==> config.mk <==
export PLATFORM = sky130hd
export DESIGN_NAME = owner_filtered_note_keyword_matcher
export DESIGN_NICKNAME = d
export VERILOG_FILES = /design/src/rtl/core/onkm_pkg.sv /design/src/rtl/core/owner_filtered_note_keyword_matcher.sv /design/src/rtl/core/onkm_front.sv /design/src/rtl/core/onkm_fifo.sv /design/src/rtl/core/onkm_back.sv
export SDC_FILE = /design/constraint.sdc
export NUM_CORES = 1
export LEC_CHECK = 0
export BUFFER_PORTS_ARGS = -buffer_cell sky130_fd_sc_hd__buf_2
export CAP_MARGIN = 20
export CORE_ASPECT_RATIO = 1.1
export CORE_MARGIN = 3
export CORE_UTILIZATION = 42
export DETAILED_ROUTE_END_ITERATION = 10
export SYNTH_ARGS = -nofsm -noshare
export SYNTH_HDL_FRONTEND = slang
export SYNTH_SLANG_ARGS = --single-unit
==> constraint.sdc <==
create_clock -name aclk -period 7.2 [get_ports aclk]
set_input_delay 1.44 -clock aclk [delete_from_list [all_inputs] [get_ports aclk]]
set_output_delay 1.44 -clock aclk [all_outputs]
set_load 0.02 [all_outputs]
==> src/rtl/core/onkm_pkg.sv <==
// Shared types and constants for the note keyword matcher
`timescale 1ns / 1ps
`default_nettype none

package onkm_pkg;

    localparam int unsigned MAX_KEYWORD  = 32;
    localparam int unsigned MAX_NOTE_LEN = 255;

    localparam int unsigned KW_LEN_W   = $clog2(MAX_KEYWORD + 1);
    localparam int unsigned KW_IDX_W   = $clog2(MAX_KEYWORD);
    localparam int unsigned CNT_W      = $clog2(MAX_NOTE_LEN + 1);
    localparam int unsigned NOTE_LEN_W = 8;
    localparam int unsigned OWNER_W    = 32;

    localparam int unsigned CFG_ADDR_W = 3;
    localparam int unsigned CFG_DATA_W = 64;
    localparam int unsigned KW_WORDS   = 4;
    localparam int unsigned KW_BITS    = KW_WORDS * CFG_DATA_W;

    localparam int unsigned OUT_FIELDS_W = NOTE_LEN_W + 3;
    localparam int unsigned OUT_DATA_W   = ((OUT_FIELDS_W + 7) / 8) * 8;

    localparam int unsigned Q_DEPTH = 4;
    localparam int unsigned Q_PTR_W = $clog2(Q_DEPTH);

    localparam logic [CFG_ADDR_W-1:0] REG_USER_ID        = 3'd0;
    localparam logic [CFG_ADDR_W-1:0] REG_KW_LEN         = 3'd1;
    localparam logic [CFG_ADDR_W-1:0] REG_KEYWORD_WORD_0 = 3'd2;
    localparam logic [CFG_ADDR_W-1:0] REG_KEYWORD_WORD_1 = 3'd3;
    localparam logic [CFG_ADDR_W-1:0] REG_KEYWORD_WORD_2 = 3'd4;
    localparam logic [CFG_ADDR_W-1:0] REG_KEYWORD_WORD_3 = 3'd5;

    localparam logic [7:0] NEWLINE   = 8'h0A;
    localparam logic [7:0] ZERO_BYTE = 8'h00;

    typedef enum logic [2:0] {
        PH_ID0,
        PH_ID1,
        PH_ID2,
        PH_ID3,
        PH_SEP,
        PH_BODY
    } phase_t;

    typedef enum logic [1:0] {
        OP_ID,
        OP_BODY,
        OP_EOF
    } op_t;

    typedef struct packed {
        op_t        op;
        logic [1:0] idx;
        logic [7:0] data;
    } cmd_t;

    typedef struct packed {
        logic [OWNER_W-1:0]  user_id;
        logic [KW_LEN_W-1:0] kw_len;
        logic [KW_BITS-1:0]  keyword;
    } match_cfg_t;

    typedef struct packed {
        logic                  incomplete;
        logic                  length_overflow;
        logic [NOTE_LEN_W-1:0] body_len;
        logic                  keyword_found;
        logic                  owner_match;
    } result_t;

endpackage

`default_nettype wire

==> src/rtl/core/owner_filtered_note_keyword_matcher.sv <==
// A record's newline (or end of stream) passes through the queue after its acceptance
// and is then loaded into the result register that drives m_.
// Throughput: one byte per cycle; the front end stalls only when the four-entry queue fills,
// which happens only while a result waits on m_tready.
// Reset: synchronous, active low; clears framing, queue, match state, result valid and
// all configuration registers. No clearing pass is needed.
`timescale 1ns / 1ps
`default_nettype none

module owner_filtered_note_keyword_matcher (
    input  wire logic                              aclk,
    input  wire logic                              aresetn,
    input  wire logic                              s_tvalid,
    output logic                                   s_tready,
    input  wire logic [7:0]                        s_tdata,   // [7:0] data_byte
    input  wire logic                              s_tlast,   // end_of_file
    output logic                                   m_tvalid,
    input  wire logic                              m_tready,
    // [0] owner_match, [1] keyword_found, [9:2] body length, [10] length_overflow, rest zero
    output logic [onkm_pkg::OUT_DATA_W-1:0]        m_tdata,
    output logic                                   m_tuser,   // [0] incomplete
    input  wire logic                              cfg_wr_en,
    input  wire logic [onkm_pkg::CFG_ADDR_W-1:0]   cfg_addr,
    input  wire logic [onkm_pkg::CFG_DATA_W-1:0]   cfg_wdata
);

    logic [onkm_pkg::OWNER_W-1:0]    user_id_reg;
    logic [onkm_pkg::KW_LEN_W-1:0]   kw_len_reg;
    logic [onkm_pkg::CFG_DATA_W-1:0] kw_word_reg [onkm_pkg::KW_WORDS];

    onkm_pkg::match_cfg_t cfg;
    onkm_pkg::cmd_t       push_item;
    onkm_pkg::cmd_t       q_item;
    onkm_pkg::result_t    result;
    logic                 push;
    logic                 q_full;
    logic                 q_valid;
    logic                 pop;

    always_ff @(posedge aclk) begin
        if (!aresetn) begin
            user_id_reg    <= '0;
            kw_len_reg     <= '0;
            kw_word_reg[0] <= '0;
            kw_word_reg[1] <= '0;
            kw_word_reg[2] <= '0;
            kw_word_reg[3] <= '0;
        end else if (cfg_wr_en) begin
            case (cfg_addr)
                onkm_pkg::REG_USER_ID:        user_id_reg <= cfg_wdata[onkm_pkg::OWNER_W-1:0];
                onkm_pkg::REG_KW_LEN:         kw_len_reg <= cfg_wdata[onkm_pkg::KW_LEN_W-1:0];
                onkm_pkg::REG_KEYWORD_WORD_0: kw_word_reg[0] <= cfg_wdata;
                onkm_pkg::REG_KEYWORD_WORD_1: kw_word_reg[1] <= cfg_wdata;
                onkm_pkg::REG_KEYWORD_WORD_2: kw_word_reg[2] <= cfg_wdata;
                onkm_pkg::REG_KEYWORD_WORD_3: kw_word_reg[3] <= cfg_wdata;
                default: begin
                end
            endcase
        end
    end

    always_comb begin
        cfg.user_id = user_id_reg;
        cfg.kw_len  = kw_len_reg;
        cfg.keyword = {kw_word_reg[3], kw_word_reg[2], kw_word_reg[1], kw_word_reg[0]};
    end

    onkm_front u_front (
        .aclk      (aclk),
        .aresetn   (aresetn),
        .s_tvalid  (s_tvalid),
        .s_tready  (s_tready),
        .s_tdata   (s_tdata),
        .s_tlast   (s_tlast),
        .q_full    (q_full),
        .push      (push),
        .push_item (push_item)
    );

    onkm_fifo u_fifo (
        .aclk      (aclk),
        .aresetn   (aresetn),
        .push      (push),
        .push_item (push_item),
        .full      (q_full),
        .pop       (pop),
        .q_valid   (q_valid),
        .q_item    (q_item)
    );

    onkm_back u_back (
        .aclk     (aclk),
        .aresetn  (aresetn),
        .cfg      (cfg),
        .q_valid  (q_valid),
        .q_item   (q_item),
        .pop      (pop),
        .m_tready (m_tready),
        .m_tvalid (m_tvalid),
        .result   (result)
    );

    assign m_tdata = {{(onkm_pkg::OUT_DATA_W - onkm_pkg::OUT_FIELDS_W){1'b0}},
                      result.length_overflow, result.body_len,
                      result.keyword_found, result.owner_match};
    assign m_tuser = result.incomplete;

endmodule

`default_nettype wire

==> src/rtl/core/onkm_front.sv <==
// Front end: tracks record framing and classifies each incoming byte
`timescale 1ns / 1ps
`default_nettype none

module onkm_front (
    input  wire logic           aclk,
    input  wire logic           aresetn,
    input  wire logic           s_tvalid,
    output logic                s_tready,
    input  wire logic [7:0]     s_tdata,
    input  wire logic           s_tlast,
    input  wire logic           q_full,
    output logic                push,
    output onkm_pkg::cmd_t      push_item
);

    onkm_pkg::phase_t phase_reg, phase_next;
    logic             accept;

    assign s_tready = !q_full;
    assign accept   = s_tvalid && !q_full;

    always_ff @(posedge aclk) begin
        if (!aresetn) begin
            phase_reg <= onkm_pkg::PH_ID0;
        end else begin
            phase_reg <= phase_next;
        end
    end

    always_comb begin
        phase_next     = phase_reg;
        push           = 1'b0;
        push_item.op   = onkm_pkg::OP_BODY;
        push_item.idx  = phase_reg[1:0];
        push_item.data = s_tdata;
        if (accept) begin
            if (s_tlast) begin
                // end of stream between records gives nothing
                if (phase_reg != onkm_pkg::PH_ID0) begin
                    push         = 1'b1;
                    push_item.op = onkm_pkg::OP_EOF;
                end
                phase_next = onkm_pkg::PH_ID0;
            end else begin
                case (phase_reg)
                    onkm_pkg::PH_ID0, onkm_pkg::PH_ID1,
                    onkm_pkg::PH_ID2, onkm_pkg::PH_ID3: begin
                        push         = 1'b1;
                        push_item.op = onkm_pkg::OP_ID;
                        phase_next   = onkm_pkg::phase_t'(phase_reg + 3'd1);
                    end
                    onkm_pkg::PH_SEP: begin
                        phase_next = onkm_pkg::PH_BODY;
                    end
                    onkm_pkg::PH_BODY: begin
                        push = 1'b1;
                        if (s_tdata == onkm_pkg::NEWLINE) begin
                            phase_next = onkm_pkg::PH_ID0;
                        end
                    end
                    default: begin
                        phase_next = onkm_pkg::PH_ID0;
                    end
                endcase
            end
        end
    end

endmodule

`default_nettype wire

==> src/rtl/core/onkm_fifo.sv <==
// Short command queue between the front end and the match engine
`timescale 1ns / 1ps
`default_nettype none

module onkm_fifo (
    input  wire logic            aclk,
    input  wire logic            aresetn,
    input  wire logic            push,
    input  wire onkm_pkg::cmd_t  push_item,
    output logic                 full,
    input  wire logic            pop,
    output logic                 q_valid,
    output onkm_pkg::cmd_t       q_item
);

    onkm_pkg::cmd_t                 mem [onkm_pkg::Q_DEPTH];
    logic [onkm_pkg::Q_PTR_W-1:0]   wr_ptr_reg, wr_ptr_next;
    logic [onkm_pkg::Q_PTR_W-1:0]   rd_ptr_reg, rd_ptr_next;
    logic [onkm_pkg::Q_PTR_W:0]     count_reg, count_next;

    assign full    = (count_reg == (onkm_pkg::Q_PTR_W + 1)'(onkm_pkg::Q_DEPTH));
    assign q_valid = (count_reg != '0);
    assign q_item  = mem[rd_ptr_reg];

    always_comb begin
        wr_ptr_next = push ? wr_ptr_reg + 1'b1 : wr_ptr_reg;
        rd_ptr_next = pop ? rd_ptr_reg + 1'b1 : rd_ptr_reg;
        count_next  = count_reg;
        if (push && !pop) begin
            count_next = count_reg + 1'b1;
        end else if (pop && !push) begin
            count_next = count_reg - 1'b1;
        end
    end

    always_ff @(posedge aclk) begin
        if (push) begin
            mem[wr_ptr_reg] <= push_item;
        end
    end

    always_ff @(posedge aclk) begin
        if (!aresetn) begin
            wr_ptr_reg <= '0;
            rd_ptr_reg <= '0;
            count_reg  <= '0;
        end else begin
            wr_ptr_reg <= wr_ptr_next;
            rd_ptr_reg <= rd_ptr_next;
            count_reg  <= count_next;
        end
    end

endmodule

`default_nettype wire

==> src/rtl/core/onkm_back.sv <==
// Match engine: owner id, body count, keyword search, result register
`timescale 1ns / 1ps
`default_nettype none

module onkm_back (
    input  wire logic                 aclk,
    input  wire logic                 aresetn,
    input  wire onkm_pkg::match_cfg_t cfg,
    input  wire logic                 q_valid,
    input  wire onkm_pkg::cmd_t       q_item,
    output logic                      pop,
    input  wire logic                 m_tready,
    output logic                      m_tvalid,
    output onkm_pkg::result_t         result
);

    logic [onkm_pkg::OWNER_W-1:0]  owner_reg, owner_next;
    logic [onkm_pkg::KW_LEN_W-1:0] match_reg, match_next;
    logic                          found_reg, found_next;
    logic                          zero_reg, zero_next;
    logic [onkm_pkg::CNT_W-1:0]    count_reg, count_next;
    logic                          ovf_reg, ovf_next;
    logic                          out_valid_reg, out_valid_next;
    onkm_pkg::result_t             out_reg, out_next;

    logic [onkm_pkg::KW_LEN_W-1:0] klen;
    logic [onkm_pkg::KW_LEN_W-1:0] match_step;
    logic [7:0]                    kw_cur;
    logic                          zero_now;
    logic                          produces;
    logic                          out_free;
    logic                          res_load;
    logic                          clear;

    assign m_tvalid = out_valid_reg;
    assign result   = out_reg;

    assign klen = (cfg.kw_len > onkm_pkg::KW_LEN_W'(onkm_pkg::MAX_KEYWORD)) ?
                  onkm_pkg::KW_LEN_W'(onkm_pkg::MAX_KEYWORD) : cfg.kw_len;
    assign kw_cur = cfg.keyword[8 * match_reg[onkm_pkg::KW_IDX_W-1:0] +: 8];

    assign produces = (q_item.op == onkm_pkg::OP_EOF) ||
                      (q_item.op == onkm_pkg::OP_BODY && q_item.data == onkm_pkg::NEWLINE);
    assign out_free = !out_valid_reg || m_tready;
    // items that give no result never wait on the output side
    assign pop      = q_valid && (!produces || out_free);

    always_comb begin
        owner_next = owner_reg;
        match_next = match_reg;
        found_next = found_reg;
        zero_next  = zero_reg;
        count_next = count_reg;
        ovf_next   = ovf_reg;
        out_next   = out_reg;
        res_load   = 1'b0;
        clear      = 1'b0;
        zero_now   = zero_reg;
        match_step = match_reg;
        if (pop) begin
            case (q_item.op)
                onkm_pkg::OP_ID: begin
                    owner_next[8 * q_item.idx +: 8] = q_item.data;
                end
                onkm_pkg::OP_BODY: begin
                    if (count_reg >= onkm_pkg::CNT_W'(onkm_pkg::MAX_NOTE_LEN)) begin
                        ovf_next = 1'b1;
                    end else begin
                        count_next = count_reg + 1'b1;
                    end
                    zero_now  = zero_reg || (q_item.data == onkm_pkg::ZERO_BYTE);
                    zero_next = zero_now;
                    if (!zero_now && !found_reg && klen != '0) begin
                        // restart at one on a first-byte hit, not a full failure table
                        if (match_reg < klen && q_item.data == kw_cur) begin
                            match_step = match_reg + 1'b1;
                        end else if (q_item.data == cfg.keyword[7:0]) begin
                            match_step = onkm_pkg::KW_LEN_W'(1);
                        end else begin
                            match_step = '0;
                        end
                        match_next = match_step;
                        if (match_step == klen) begin
                            found_next = 1'b1;
                        end
                    end
                    if (q_item.data == onkm_pkg::NEWLINE) begin
                        res_load                 = 1'b1;
                        clear                    = 1'b1;
                        out_next.owner_match     = (owner_reg == cfg.user_id);
                        out_next.keyword_found   = (owner_reg == cfg.user_id) &&
                                                   (klen == '0 || found_next);
                        out_next.body_len        = onkm_pkg::NOTE_LEN_W'(count_next);
                        out_next.length_overflow = ovf_next;
                        out_next.incomplete      = 1'b0;
                    end
                end
                onkm_pkg::OP_EOF: begin
                    res_load = 1'b1;
                    clear    = 1'b1;
                    out_next = '0;
                    out_next.incomplete = 1'b1;
                end
                default: begin
                end
            endcase
        end
        if (clear) begin
            owner_next = '0;
            match_next = '0;
            found_next = 1'b0;
            zero_next  = 1'b0;
            count_next = '0;
            ovf_next   = 1'b0;
        end
        if (res_load) begin
            out_valid_next = 1'b1;
        end else if (m_tready) begin
            out_valid_next = 1'b0;
        end else begin
            out_valid_next = out_valid_reg;
        end
    end

    always_ff @(posedge aclk) begin
        if (res_load) begin
            out_reg <= out_next;
        end
    end

    always_ff @(posedge aclk) begin
        if (!aresetn) begin
            owner_reg     <= '0;
            match_reg     <= '0;
            found_reg     <= 1'b0;
            zero_reg      <= 1'b0;
            count_reg     <= '0;
            ovf_reg       <= 1'b0;
            out_valid_reg <= 1'b0;
        end else begin
            owner_reg     <= owner_next;
            match_reg     <= match_next;
            found_reg     <= found_next;
            zero_reg      <= zero_next;
            count_reg     <= count_next;
            ovf_reg       <= ovf_next;
            out_valid_reg <= out_valid_next;
        end
    end

endmodule

`default_nettype wire

==> qor.tcl, run 1 <==
set qor(outcome) {finished, final reports clean}
set qor(transition_time_at_the_pin_with_the_least_slew_margin_ns) 0.972
set qor(htree_levels) 2
set qor(finalSetupTns_ns) 0
set qor(clk_pin_slew_ns) 0.06
set qor(intPower_w) 0.00449
set qor(critPathSlowestCell) {dfxtp_4}
set qor(first_global_vias) 12175
set qor(crit_path_cell_trace) {buf_4, mux4_2, mux4_2, mux2i_1, xnor2_1, nand2_1, or3b_4, nor4_2, o211ai_1, o21ai_1}
set qor(post_cts.resized_instances) 0
set qor(vias_per_cell) 5.38
set qor(layout_min_cycle_time_ns) 4.02
set qor(whs_path_depth) 2
set qor(io_buffers) 94
set qor(sequentialPowerShare_pct) 46.3
set qor(fill_cells) 4094
set qor(final_cells) 2217
set qor(cts.sink_count) 416
set qor(seqCellArea_sq_um) 11500
set qor(yosys_warnings) 0
set qor(placed_cells) 2136
set qor(std_cell_rows) 82
set qor(syn-mean-instance-area_sq_um) 12.8
set qor(share_comb_of_total_power_pct) 14.9
set qor(cts_hold_buf) 0
set qor(worstSetupStartpoint) {u_back.match_reg[1]}
set qor(top_layer) {met5}
set qor(max-slew-margin-rel_pct) 35.2
set qor(detail_route.wirelength_microns) 46300
set qor(clock_tree.buffer_depth) 3
set qor(floorplan.core_area_sq_um) 45800
set qor(power.density_nw_per_um2) 276
set qor(setup.worst_path.start_class) {flip-flop}
set qor(area_of_the_multi_input_gates_sq_um) 7530
set qor(rrSetupSlack_ns) 3.18
set qor(count_of_flip_flops_with_a_built_in_enable_after_synthesis) 316
set qor(dp.final_hpwl_microns) 30500
set qor(drt_antenna_net_count) 0
set qor(clock_power_share_pct) 38.8
set qor(postSynth.asyncResetShare_pct) 0
set qor(detail_route.wirelength.met1_microns) 19900
set qor(dpl-instance-area_sq_um) 20500
set qor(total_length_of_routed_met3_wires_microns) 2310
set qor(synthToLayoutAreaGrowth_pct) 12.7
set qor(setup_viol_count_final) 0
set qor(die_x_microns) 211
set qor(design_area_sq_um) 22000
set qor(synth_area_sq_um) 19500
set qor(fmaxAchievable_mhz) 249
set qor(ff_latch_count_synth) 416
set qor(fp.dieH_microns) 232
set qor(starting_density_of_the_core_pct) 42.6
set qor(total_switching_power_w) 0.00158
set qor(worst-path-max-fanout) 42
set qor(dr.first_iter.drc_count) 775
set qor(min-delay-path-class) {reg2reg}
set qor(worst_r2r_path_depth) 10
set qor(switching_share_pct) 26.1
set qor(n_antenna_cell) 0
set qor(post-synth-top-area-fraction_pct) 48.7
set qor(final-max-slew-violation-count) 0
set qor(drt-wirelength-per-cell_microns) 20.9
set qor(grt_start_max_net_pins) 65
set qor(numCtsBuffers) 44
set qor(cp.arrival_ns) 4.43
set qor(worst_skew_pair_later_pin_latency_ns) 0.57
set qor(synth.yosys.seq_area_share_pct) 58.9
set qor(critical_path_required_ns) 7.61
set qor(post_cts_buffers) 0
set qor(synth_top_flop_cell) {edfxtp_1}
set qor(r2r_end) {u_back.result[1]}
set qor(layout_worst_path_cycle_share_pct) 55.9
set qor(clockRootBuffer) {clkbuf_16}
set qor(grt_pass1_wl_microns) 72000
set qor(overflow) 0
set qor(mostFrequentLayoutCells) {edfxtp_1, and2_1, nand2_1, dfxtp_1, buf_2}
set qor(slowest_delay_ns) 0.88
set qor(final_hold_viol_count) 0
set qor(critPathCaptureType) {flip-flop}
set qor(design.die.area_sq_um) 49100
set qor(ys_top_cells_by_area) {edfxtp_1, dfxtp_1, and2_1, mux4_2, mux2i_1}
set qor(leakagePower_nw) 7.61
set qor(number_of_nets_in_the_layout) 1701
set qor(ioPinCount) 100
set qor(dr_wl_met2_microns) 23000
set qor(drive_gt1_share_pct) 16.9
set qor(critical_path.reg2reg.startpoint) {u_back.match_reg[1]}
set qor(post-route-drc-count) 0
set qor(dr.pass1.iters) 5
set qor(cap_violations) 0
set qor(largest_reg_flops) 256
set qor(globalRouteTotalUtil_pct) 19.1
set qor(total_power_w) 0.00608
set qor(ys_types) 65
set qor(ir_drop_mv) 0.141
set qor(count_of_vias_placed_by_the_detailed_router) 11932
set qor(tritoncts) {done}
set qor(crit_type) {reg2reg}
set qor(critical_path.most_common_cell) {mux4_2}
set qor(worst_clock_skew_ns) 0.0220
set qor(biggest_area_consumer_among_synthesized_cells) {edfxtp_1}
set qor(grt_antenna_before_repair) 2
set qor(postSynthCellCount) 1518
set qor(endpoint) {u_back.result[1]}
set qor(globalplace.congestion) 0.888
set qor(holdWs_ns) 0.472
set qor(final_common_cell) {edfxtp_1}
set qor(rsz0062_at_grt) {no}
## metrics by stage
stage	utilization [%]	setup slack, ns
3_5_place_dp	44.8	3.22
2_1_floorplan	-	0.460
4_1_cts	48.0	3.17
6_report	48.0	3.18
3_3_place_gp	44.8	3.29
5_1_grt	48.0	2.92
## power by group through the flow
stage / clock [W] / sequential (W) / combinational, W
floorplan: 0 / 0.00286 / 0.000623
global placement: 0 / 0.00286 / 0.000898
detailed placement: 0 / 0.00287 / 0.000913
CTS: 0.00241 / 0.00281 / 0.000917
global route: 0.00250 / 0.00283 / 0.000989
finish: 0.00236 / 0.00281 / 0.000905
## layer usage
metal	vias to the layer above	global-route usage, %
li1	5633	-
met1	5938	25.1
met2	292	32.8
met3	67	2.99
met4	2	5.88
met5	-	0
## worst min-delay path by stage
| stage | startpoint | end | slack, ns |
|---|---|---|---|
| after floorplan | u_back.ovf_reg | u_back.ovf_reg | 0.44 |
| after global placement | u_back.zero_reg | u_back.zero_reg | 0.45 |
| after detailed placement | u_back.zero_reg | u_back.zero_reg | 0.46 |
| after CTS | u_back.zero_reg | u_back.zero_reg | 0.47 |
| after global routing | u_back.ovf_reg | u_back.ovf_reg | 0.50 |
| final | u_back.zero_reg | u_back.zero_reg | 0.47 |
## critical path, delay by kind of cell, from the launching register on
kind                   cells  cell delay (ns)
multiplexers               3             1.08
AND/OR/NAND/NOR            3             0.96
flip-flops                 1             0.88
buffers and inverters      1             0.50
AO/OA/AOI/OAI              2             0.29
XOR/XNOR                   1             0.16
## Yosys cell counts, drive strengths merged (2+ instances only)
cell	number
a211o	2
a211oi	8
a21boi	34
a21oi	53
a22oi	7
a311oi	2
a31oi	7
a32oi	3
a41oi	2
and2	270
and3	2
buf	40
clkbuf	49
clkinv	2
dfxtp	100
edfxtp	316
ha	25
inv	21
mux2	8
mux2i	54
mux4	69
nand2	115
nand2b	11
nand3	27
nand3b	8
nand4	13
nor2	77
nor2b	17
nor3	44
nor3b	2
nor4	14
o21ai	26
or3	4
or4	3
xnor2	42
xor2	25
## logic make-up after synthesis
family | synth area share, %
AOI/OAI and AO/OA | 5.01
xor gates and xnor gates | 3.01
adders and majority gates | 1.71
buffers and inverters | 2.95
DFF | 58.9
muxes | 11.3
other | 0.0192
and+or+nand+nor | 17.1
## area by class of cell
cell class              instances  area share [%]
multi-input cells             994            34.2
inverters                      23           0.393
clock inverters                24            1.41
clock buffers                  57            5.42
repair buffers                115            2.86
flip-flops and latches        416            52.3
well taps                     588            3.35
(Power assumes the default switching activity.)
==> inputs of run 2 (changes only) <==
--- a/config.mk
+++ b/config.mk
@@ -5,6 +5,7 @@
 export SDC_FILE = /design/constraint.sdc
 export NUM_CORES = 1
 export LEC_CHECK = 0
+export ABC_AREA = 1
 export BUFFER_PORTS_ARGS = -buffer_cell sky130_fd_sc_hd__buf_2
 export CAP_MARGIN = 20
 export CORE_ASPECT_RATIO = 1.1
==> constraint.sdc (replaced) <==
create_clock -name aclk -period 3.4 [get_ports aclk]
set_input_delay 0.68 -clock aclk [delete_from_list [all_inputs] [get_ports aclk]]
set_output_delay 0.68 -clock aclk [all_outputs]
set_load 0.02 [all_outputs]
==> qor.tcl, run 2 <==
set qor(outcome) {finished, final reports clean}
set qor(largest_reg_flops) 256
set qor(setup_viol_count_final) 0
set qor(clock_tree.buffer_depth) 3
set qor(whs_path_depth) 1
set qor(drive_gt1_share_pct) 11.3
set qor(count_of_flip_flops_with_a_built_in_enable_after_synthesis) 316
set qor(design_area_sq_um) 21900
set qor(layout_worst_path_cycle_share_pct) 91.5
set qor(synth.yosys.seq_area_share_pct) 59.7
set qor(cp_top_family) {simple AND/OR/NAND/NOR gates}
set qor(overflow) 0
set qor(count_of_vias_placed_by_the_detailed_router) 14740
set qor(crit_type) {reg2reg}
set qor(final_common_cell) {nand2_1}
set qor(slowest_delay_ns) 0.37
set qor(yosys_warnings) 0
set qor(ir_drop_mv) 0.452
set qor(fp.dieH_microns) 231
set qor(layout_min_cycle_time_ns) 3.11
set qor(cp.arrival_ns) 3.54
set qor(number_of_nets_in_the_layout) 2286
set qor(drt_antenna_net_count) 0
set qor(synthToLayoutAreaGrowth_pct) 13.9
set qor(vias_per_cell) 5.28
set qor(critPathCaptureType) {flip-flop}
set qor(max-slew-margin-rel_pct) 51.9
set qor(ff_latch_count_synth) 416
set qor(ys_types) 45
set qor(grt_pass1_wl_microns) 80900
set qor(min-delay-path-class) {in2reg}
set qor(crit_path_cell_trace) {inv_6, buf_12, nand2_1, nand3_1, nand3_1, nand2_1, nand2_1, nand3_1, nand2_1, nand2_1, nand2_1, nor2_1, nand3_2, nor2_4, nand2_1, nand2_1, nand3_1, nor2_1, a21oi_1, nor2_1}
set qor(floorplan.core_area_sq_um) 44900
set qor(ys_top_cells_by_area) {edfxtp_1, dfxtp_1, nand2_1, nand3_1, nor2_1}
set qor(post_cts_buffers) 0
set qor(setup.worst_path.start_class) {flip-flop}
set qor(cts_hold_buf) 0
set qor(transition_time_at_the_pin_with_the_least_slew_margin_ns) 0.717
set qor(fmaxAchievable_mhz) 321
set qor(post-route-util_pct) 48.9
set qor(biggest_area_consumer_among_synthesized_cells) {edfxtp_1}
set qor(globalplace.congestion) 0.905
set qor(clockRootBuffer) {clkbuf_16}
set qor(power.density_nw_per_um2) 690
set qor(grt_start_max_net_pins) 69
set qor(post-route-drc-count) 0
set qor(detail_route.wirelength_microns) 52100
set qor(worst_clock_skew_ns) 0.0151
set qor(htree_levels) 2
set qor(die_x_microns) 210
set qor(tritoncts) {done}
set qor(synth_top_flop_cell) {edfxtp_1}
set qor(dpl-instance-area_sq_um) 20500
set qor(mostFrequentLayoutCells) {nand2_1, edfxtp_1, nor2_1, nand3_1, inv_1}
set qor(place_ws_ns) 0.0267
set qor(synth_area_sq_um) 19300
set qor(cts.sink_count) 416
set qor(n_antenna_cell) 0
set qor(drt-wirelength-per-cell_microns) 18.6
set qor(critPathSlowestCell) {dfxtp_4}
set qor(dr.first_iter.drc_count) 1078
set qor(rsz0062_at_grt) {no}
set qor(layout_setup_ws_ns) 0.288
set qor(ioPinCount) 100
set qor(grt_antenna_before_repair) 0
set qor(critical_path_buf_inv_count) 2
set qor(postSynthCellCount) 2092
set qor(cap_violations) 0
set qor(first_global_vias) 14345
set qor(worst_skew_pair_later_pin_latency_ns) 0.57
set qor(worst_r2r_path_depth) 20
set qor(final-max-slew-violation-count) 0
set qor(syn-mean-instance-area_sq_um) 9.20
set qor(clk_pin_slew_ns) 0.06
set qor(std_cell_rows) 81
set qor(post-synth-top-area-fraction_pct) 49.3
set qor(synth_top_cells_by_count) {nand2_1, edfxtp_1, nor2_1}
set qor(postSynth.asyncResetShare_pct) 0
set qor(design.die.area_sq_um) 48400
set qor(worst-path-max-fanout) 28
set qor(starting_density_of_the_core_pct) 42.9
set qor(numCtsBuffers) 45
set qor(io_buffers) 94
set qor(critical_path_required_ns) 3.82
set qor(dr.pass1.iters) 5
set qor(dp.final_hpwl_microns) 34600
set qor(synthMostInstantiatedCell) {nand2_1}
set qor(path_depth) 20
set qor(globalRouteTotalUtil_pct) 21.4
set qor(final_hold_viol_count) 0
set qor(leakagePower_nw) 8.99
set qor(critical_path.most_common_cell) {nand2_1}
[run 2: changes by cell type after synthesis, sizes merged, moves of 46 or more]
cell   previous run  this run
nand2           115       486
inv              21       153
nand3            27       277
mux4             69         0
nor2             77       310
o21ai            26        72
mux2i            54         1
and2            270         1
a21oi            53       110
[run 2: cell type report]
cell class                      instances  area (sq um)
Timing Repair Buffer                  152          1140
Fill cell                            4225         23000
Tap cell                              581           727
Sequential cell                       416         11500
Clock inverter                         19           153
Inverter                              158           601
Clock buffer                           62          1230
Multi-Input combinational cell       1406          6590
[run 2: metal layers]
layer  track usage, %  up-vias  part of all wire, %
met3             2.72       94                  5.2
li1                 -     7158                    -
met5                0        -                    0
met4             7.73        0                  3.1
met1             28.2     7090                   43
met2             36.4      398                   48
[run 2: per-stage QoR]
step | hold slack, ns | power [W] | cells | TNS [ns]
floorplan | 0.426 | 0.00909 | 2096 | -116.64
global placement | 0.438 | 0.0104 | 2708 | 0
detailed placement | 0.437 | 0.0105 | 2710 | 0
CTS | 0.321 | 0.0152 | 2791 | 0
global route | 0.340 | 0.0160 | 2794 | 0
finish | 0.351 | 0.0151 | 2794 | 0
[run 2: repair_timing]
action,in CTS,in global routing
endpoints found under the hold margin,0,0
resized for setup,0,11
endpoints found under the setup margin,0,33
[run 2: where the power goes]
group	total [W]	switching [W]	internal [W]	leakage (nW)
Clock	0.00467	0.00199	0.00268	0.676
Sequential	0.00613	0.000213	0.00592	3.84
Combinational	0.00434	0.00301	0.00132	4.48
[run 2: final timing paths]
kind	from	to	slack [ns]
worst max register to register	u_back.match_reg[0]	u_back.result[1]	0.29
worst max-delay path	u_back.match_reg[0]	u_back.result[1]	0.29
worst min-delay path	s_tdata[0]	u_fifo.mem[3][0]	0.35
worst min register to register	u_back.zero_reg	u_back.zero_reg	0.45
[run 2: cells by family after synthesis]
family                   share of synthesized area [%]
AND/OR/NAND/NOR                                   24.7
multiplexers                                    0.0520
flip-flops                                        59.7
XOR/XNOR                                          1.87
buffers and inverters                             6.55
other                                           0.0195
AO/OA/AOI/OAI                                     5.37
adder cells (fa/ha/maj)                           1.73
[run 2: worst reg2reg max path: stages (launching register included)]
cell and delay (ns):
dfxtp_4 0.37, inv_6 0.20, buf_12 0.22, nand2_1 0.10, nand3_1 0.07, nand3_1 0.17
nand2_1 0.11, nand2_1 0.05, nand3_1 0.11, nand2_1 0.07, nand2_1 0.06, nand2_1 0.05
nor2_1 0.26, nand3_2 0.21, nor2_4 0.24, nand2_1 0.12, nand2_1 0.08, nand3_1 0.06
nor2_1 0.21, a21oi_1 0.12, nor2_1 0.11
==> inputs of run 3 (changes only) <==
--- a/config.mk
+++ b/config.mk
@@ -9,8 +9,8 @@
 export BUFFER_PORTS_ARGS = -buffer_cell sky130_fd_sc_hd__buf_2
 export CAP_MARGIN = 20
 export CORE_ASPECT_RATIO = 1.1
-export CORE_MARGIN = 3
-export CORE_UTILIZATION = 42
+export CORE_MARGIN = 2
+export CORE_UTILIZATION = 40
 export DETAILED_ROUTE_END_ITERATION = 10
 export SYNTH_ARGS = -nofsm -noshare
 export SYNTH_HDL_FRONTEND = slang
==> qor.tcl, run 3 (synthesis gave the netlist of run 2 again) <==
set qor(outcome) {finished, final reports clean}
set qor(worst_clock_skew_ns) 0.0166
set qor(detail_route.wirelength_microns) 53200
set qor(hold_end) {u_fifo.mem[1][6]}
set qor(critical_path_required_ns) 3.85
set qor(overflow) 0
set qor(fp.dieH_microns) 234
set qor(final-max-slew-violation-count) 0
set qor(worst-path-max-fanout) 20
set qor(setup.worst_path.start_class) {flip-flop}
set qor(worst_skew_pair_later_pin_latency_ns) 0.57
set qor(power.density_nw_per_um2) 703
set qor(clock_tree.buffer_depth) 3
set qor(numCtsBuffers) 46
set qor(crit_type) {reg2reg}
set qor(grt_antenna_before_repair) 0
set qor(design.die.area_sq_um) 49900
set qor(grt_start_max_net_pins) 83
set qor(worst_r2r_path_depth) 17
set qor(final_cells) 2858
set qor(post-route-util_pct) 46.3
set qor(vias_per_cell) 5.19
set qor(number_of_nets_in_the_layout) 2282
set qor(cp_top_family) {simple AND/OR/NAND/NOR gates}
set qor(first_global_vias) 14659
set qor(largest_reg_flops) 256
set qor(rrSetupSlack_ns) 0.30
set qor(grt_pass1_wl_microns) 82700
set qor(count_of_vias_placed_by_the_detailed_router) 14828
set qor(critical_path_buf_inv_count) 4
set qor(cts.sink_count) 416
set qor(crit_path_cell_trace) {buf_4, nand2_1, nand3_1, nand2_1, nand4_1, nor4_1, nand3_1, nand2_1, nand3_1, nand2_2, buf_4, nor2_2, inv_1, nor2_1, nand3_1, o211ai_1, inv_1}
set qor(final_hold_viol_count) 0
set qor(htree_levels) 2
set qor(critPathCaptureType) {flip-flop}
set qor(min-delay-start) {s_tdata[6]}
set qor(cp.arrival_ns) 3.55
set qor(die_x_microns) 213
set qor(rsz0062_at_grt) {no}
set qor(placed_cells) 2772
set qor(starting_density_of_the_core_pct) 40.4
set qor(critical_path.most_common_cell) {nand3_1}
set qor(place_ws_ns) 0.146
set qor(max-slew-margin-rel_pct) 49.2
set qor(whs_path_depth) 1
set qor(ioPinCount) 100
set qor(globalRouteTotalUtil_pct) 21.7
set qor(ir_drop_mv) 0.339
set qor(n_antenna_cell) 0
set qor(tritoncts) {done}
set qor(cap_violations) 0
set qor(drive_gt1_share_pct) 10.8
set qor(dr.first_iter.drc_count) 1187
set qor(dp.final_hpwl_microns) 34900
set qor(critPathSlowestCell) {nor2_1}
set qor(layout_min_cycle_time_ns) 3.10
set qor(clk_pin_slew_ns) 0.06
set qor(std_cell_rows) 84
set qor(final_common_cell) {nand2_1}
set qor(floorplan.core_area_sq_um) 47700
set qor(setup_viol_count_final) 0
set qor(io_buffers) 94
set qor(r2r_end) {u_back.match_reg[0]}
set qor(leakagePower_nw) 9.04
set qor(finalSetupTns_ns) 0
set qor(drt_antenna_net_count) 0
set qor(dr.pass1.iters) 5
set qor(drt-wirelength-per-cell_microns) 18.6
set qor(fmaxAchievable_mhz) 323
set qor(globalplace.congestion) 0.899
set qor(slowest_delay_ns) 0.58
set qor(layout_setup_ws_ns) 0.300
set qor(post-route-drc-count) 0
set qor(synthToLayoutAreaGrowth_pct) 14.7
set qor(post_cts_buffers) 0
set qor(min-delay-path-class) {in2reg}
set qor(total_power_w) 0.0155
set qor(transition_time_at_the_pin_with_the_least_slew_margin_ns) 0.757
set qor(layout_worst_path_cycle_share_pct) 91.2
set qor(mostFrequentLayoutCells) {nand2_1, edfxtp_1, nor2_1, nand3_1, inv_1}
set qor(clockRootBuffer) {clkbuf_16}
[run 3: cell types whose count changed in the layout (fill, tap and decap cells not counted), sizes merged]
cell	delta
bufinv	+4
clkbuf	-4
nor2	-1
buf	-4
clkinv	+7
clkinvlp	-2
[run 3: power breakdown]
group / leakage, nW / internal, W / total (W) / switching [W]
sequential: 3.84 / 0.00592 / 0.00612 / 0.000201
clock: 0.756 / 0.00308 / 0.00511 / 0.00204
combinational: 4.44 / 0.00130 / 0.00429 / 0.00299
[run 3: worst register-to-register path: cells and delay by family (launching register included)]
family / cells / cell delay [ns]
AND/OR/NAND/NOR: 12 / 1.73
buffers and inverters: 4 / 0.64
flip-flops: 1 / 0.42
AO/OA/AOI/OAI: 1 / 0.16
[run 3: layer usage]
metal	part of all wire (%)	GRT usage (%)	up-vias	wire, microns
li1	-	-	7147	-
met1	43	28.3	7139	22700
met2	49	37.1	455	25900
met3	5.9	3.35	87	3140
met4	2.7	6.66	0	1440
met5	0	0	-	0
[run 3: cell type report]
class,instances,area [sq um]
Multi-Input combinational cell,1405,6560
Clock buffer,58,1260
Clock inverter,28,285
Inverter,158,596
Sequential cell,416,11500
Timing Repair Buffer,148,1090
Fill cell,4591,25600
Tap cell,645,807
[run 3: timing repair]
item,4_1_cts,5_1_grt
setup endpoints to repair,0,4
hold buffers,0,0
resized for setup,0,3
[run 3: how the worst max path moves through the flow]
stage                          from              endpoint  slack (ns)  cells past startpoint
2_1_floorplan             cfg_wr_en     kw_word_reg[0][0]       -0.91                      4
3_3_place_gp    u_back.match_reg[3]      u_back.result[1]        0.26                     15
3_5_place_dp   u_front.phase_reg[0]   u_fifo.count_reg[1]        0.15                     14
4_1_cts        u_front.phase_reg[0]   u_fifo.count_reg[1]        0.13                     14
5_1_grt                   flip-flop  u_back.owner_reg[18]       0.001                     15
6_report                  flip-flop   u_back.match_reg[0]        0.30                     17
[run 3: per-stage QoR]
| stage | cell area (sq um) | hold WS, ns |
|---|---|---|
| 2_1_floorplan | 19300 | 0.426 |
| 3_3_place_gp | 20500 | 0.436 |
| 3_5_place_dp | 20500 | 0.440 |
| 4_1_cts | 22100 | 0.315 |
| 5_1_grt | 22100 | 0.322 |
| 6_report | 22100 | 0.343 |
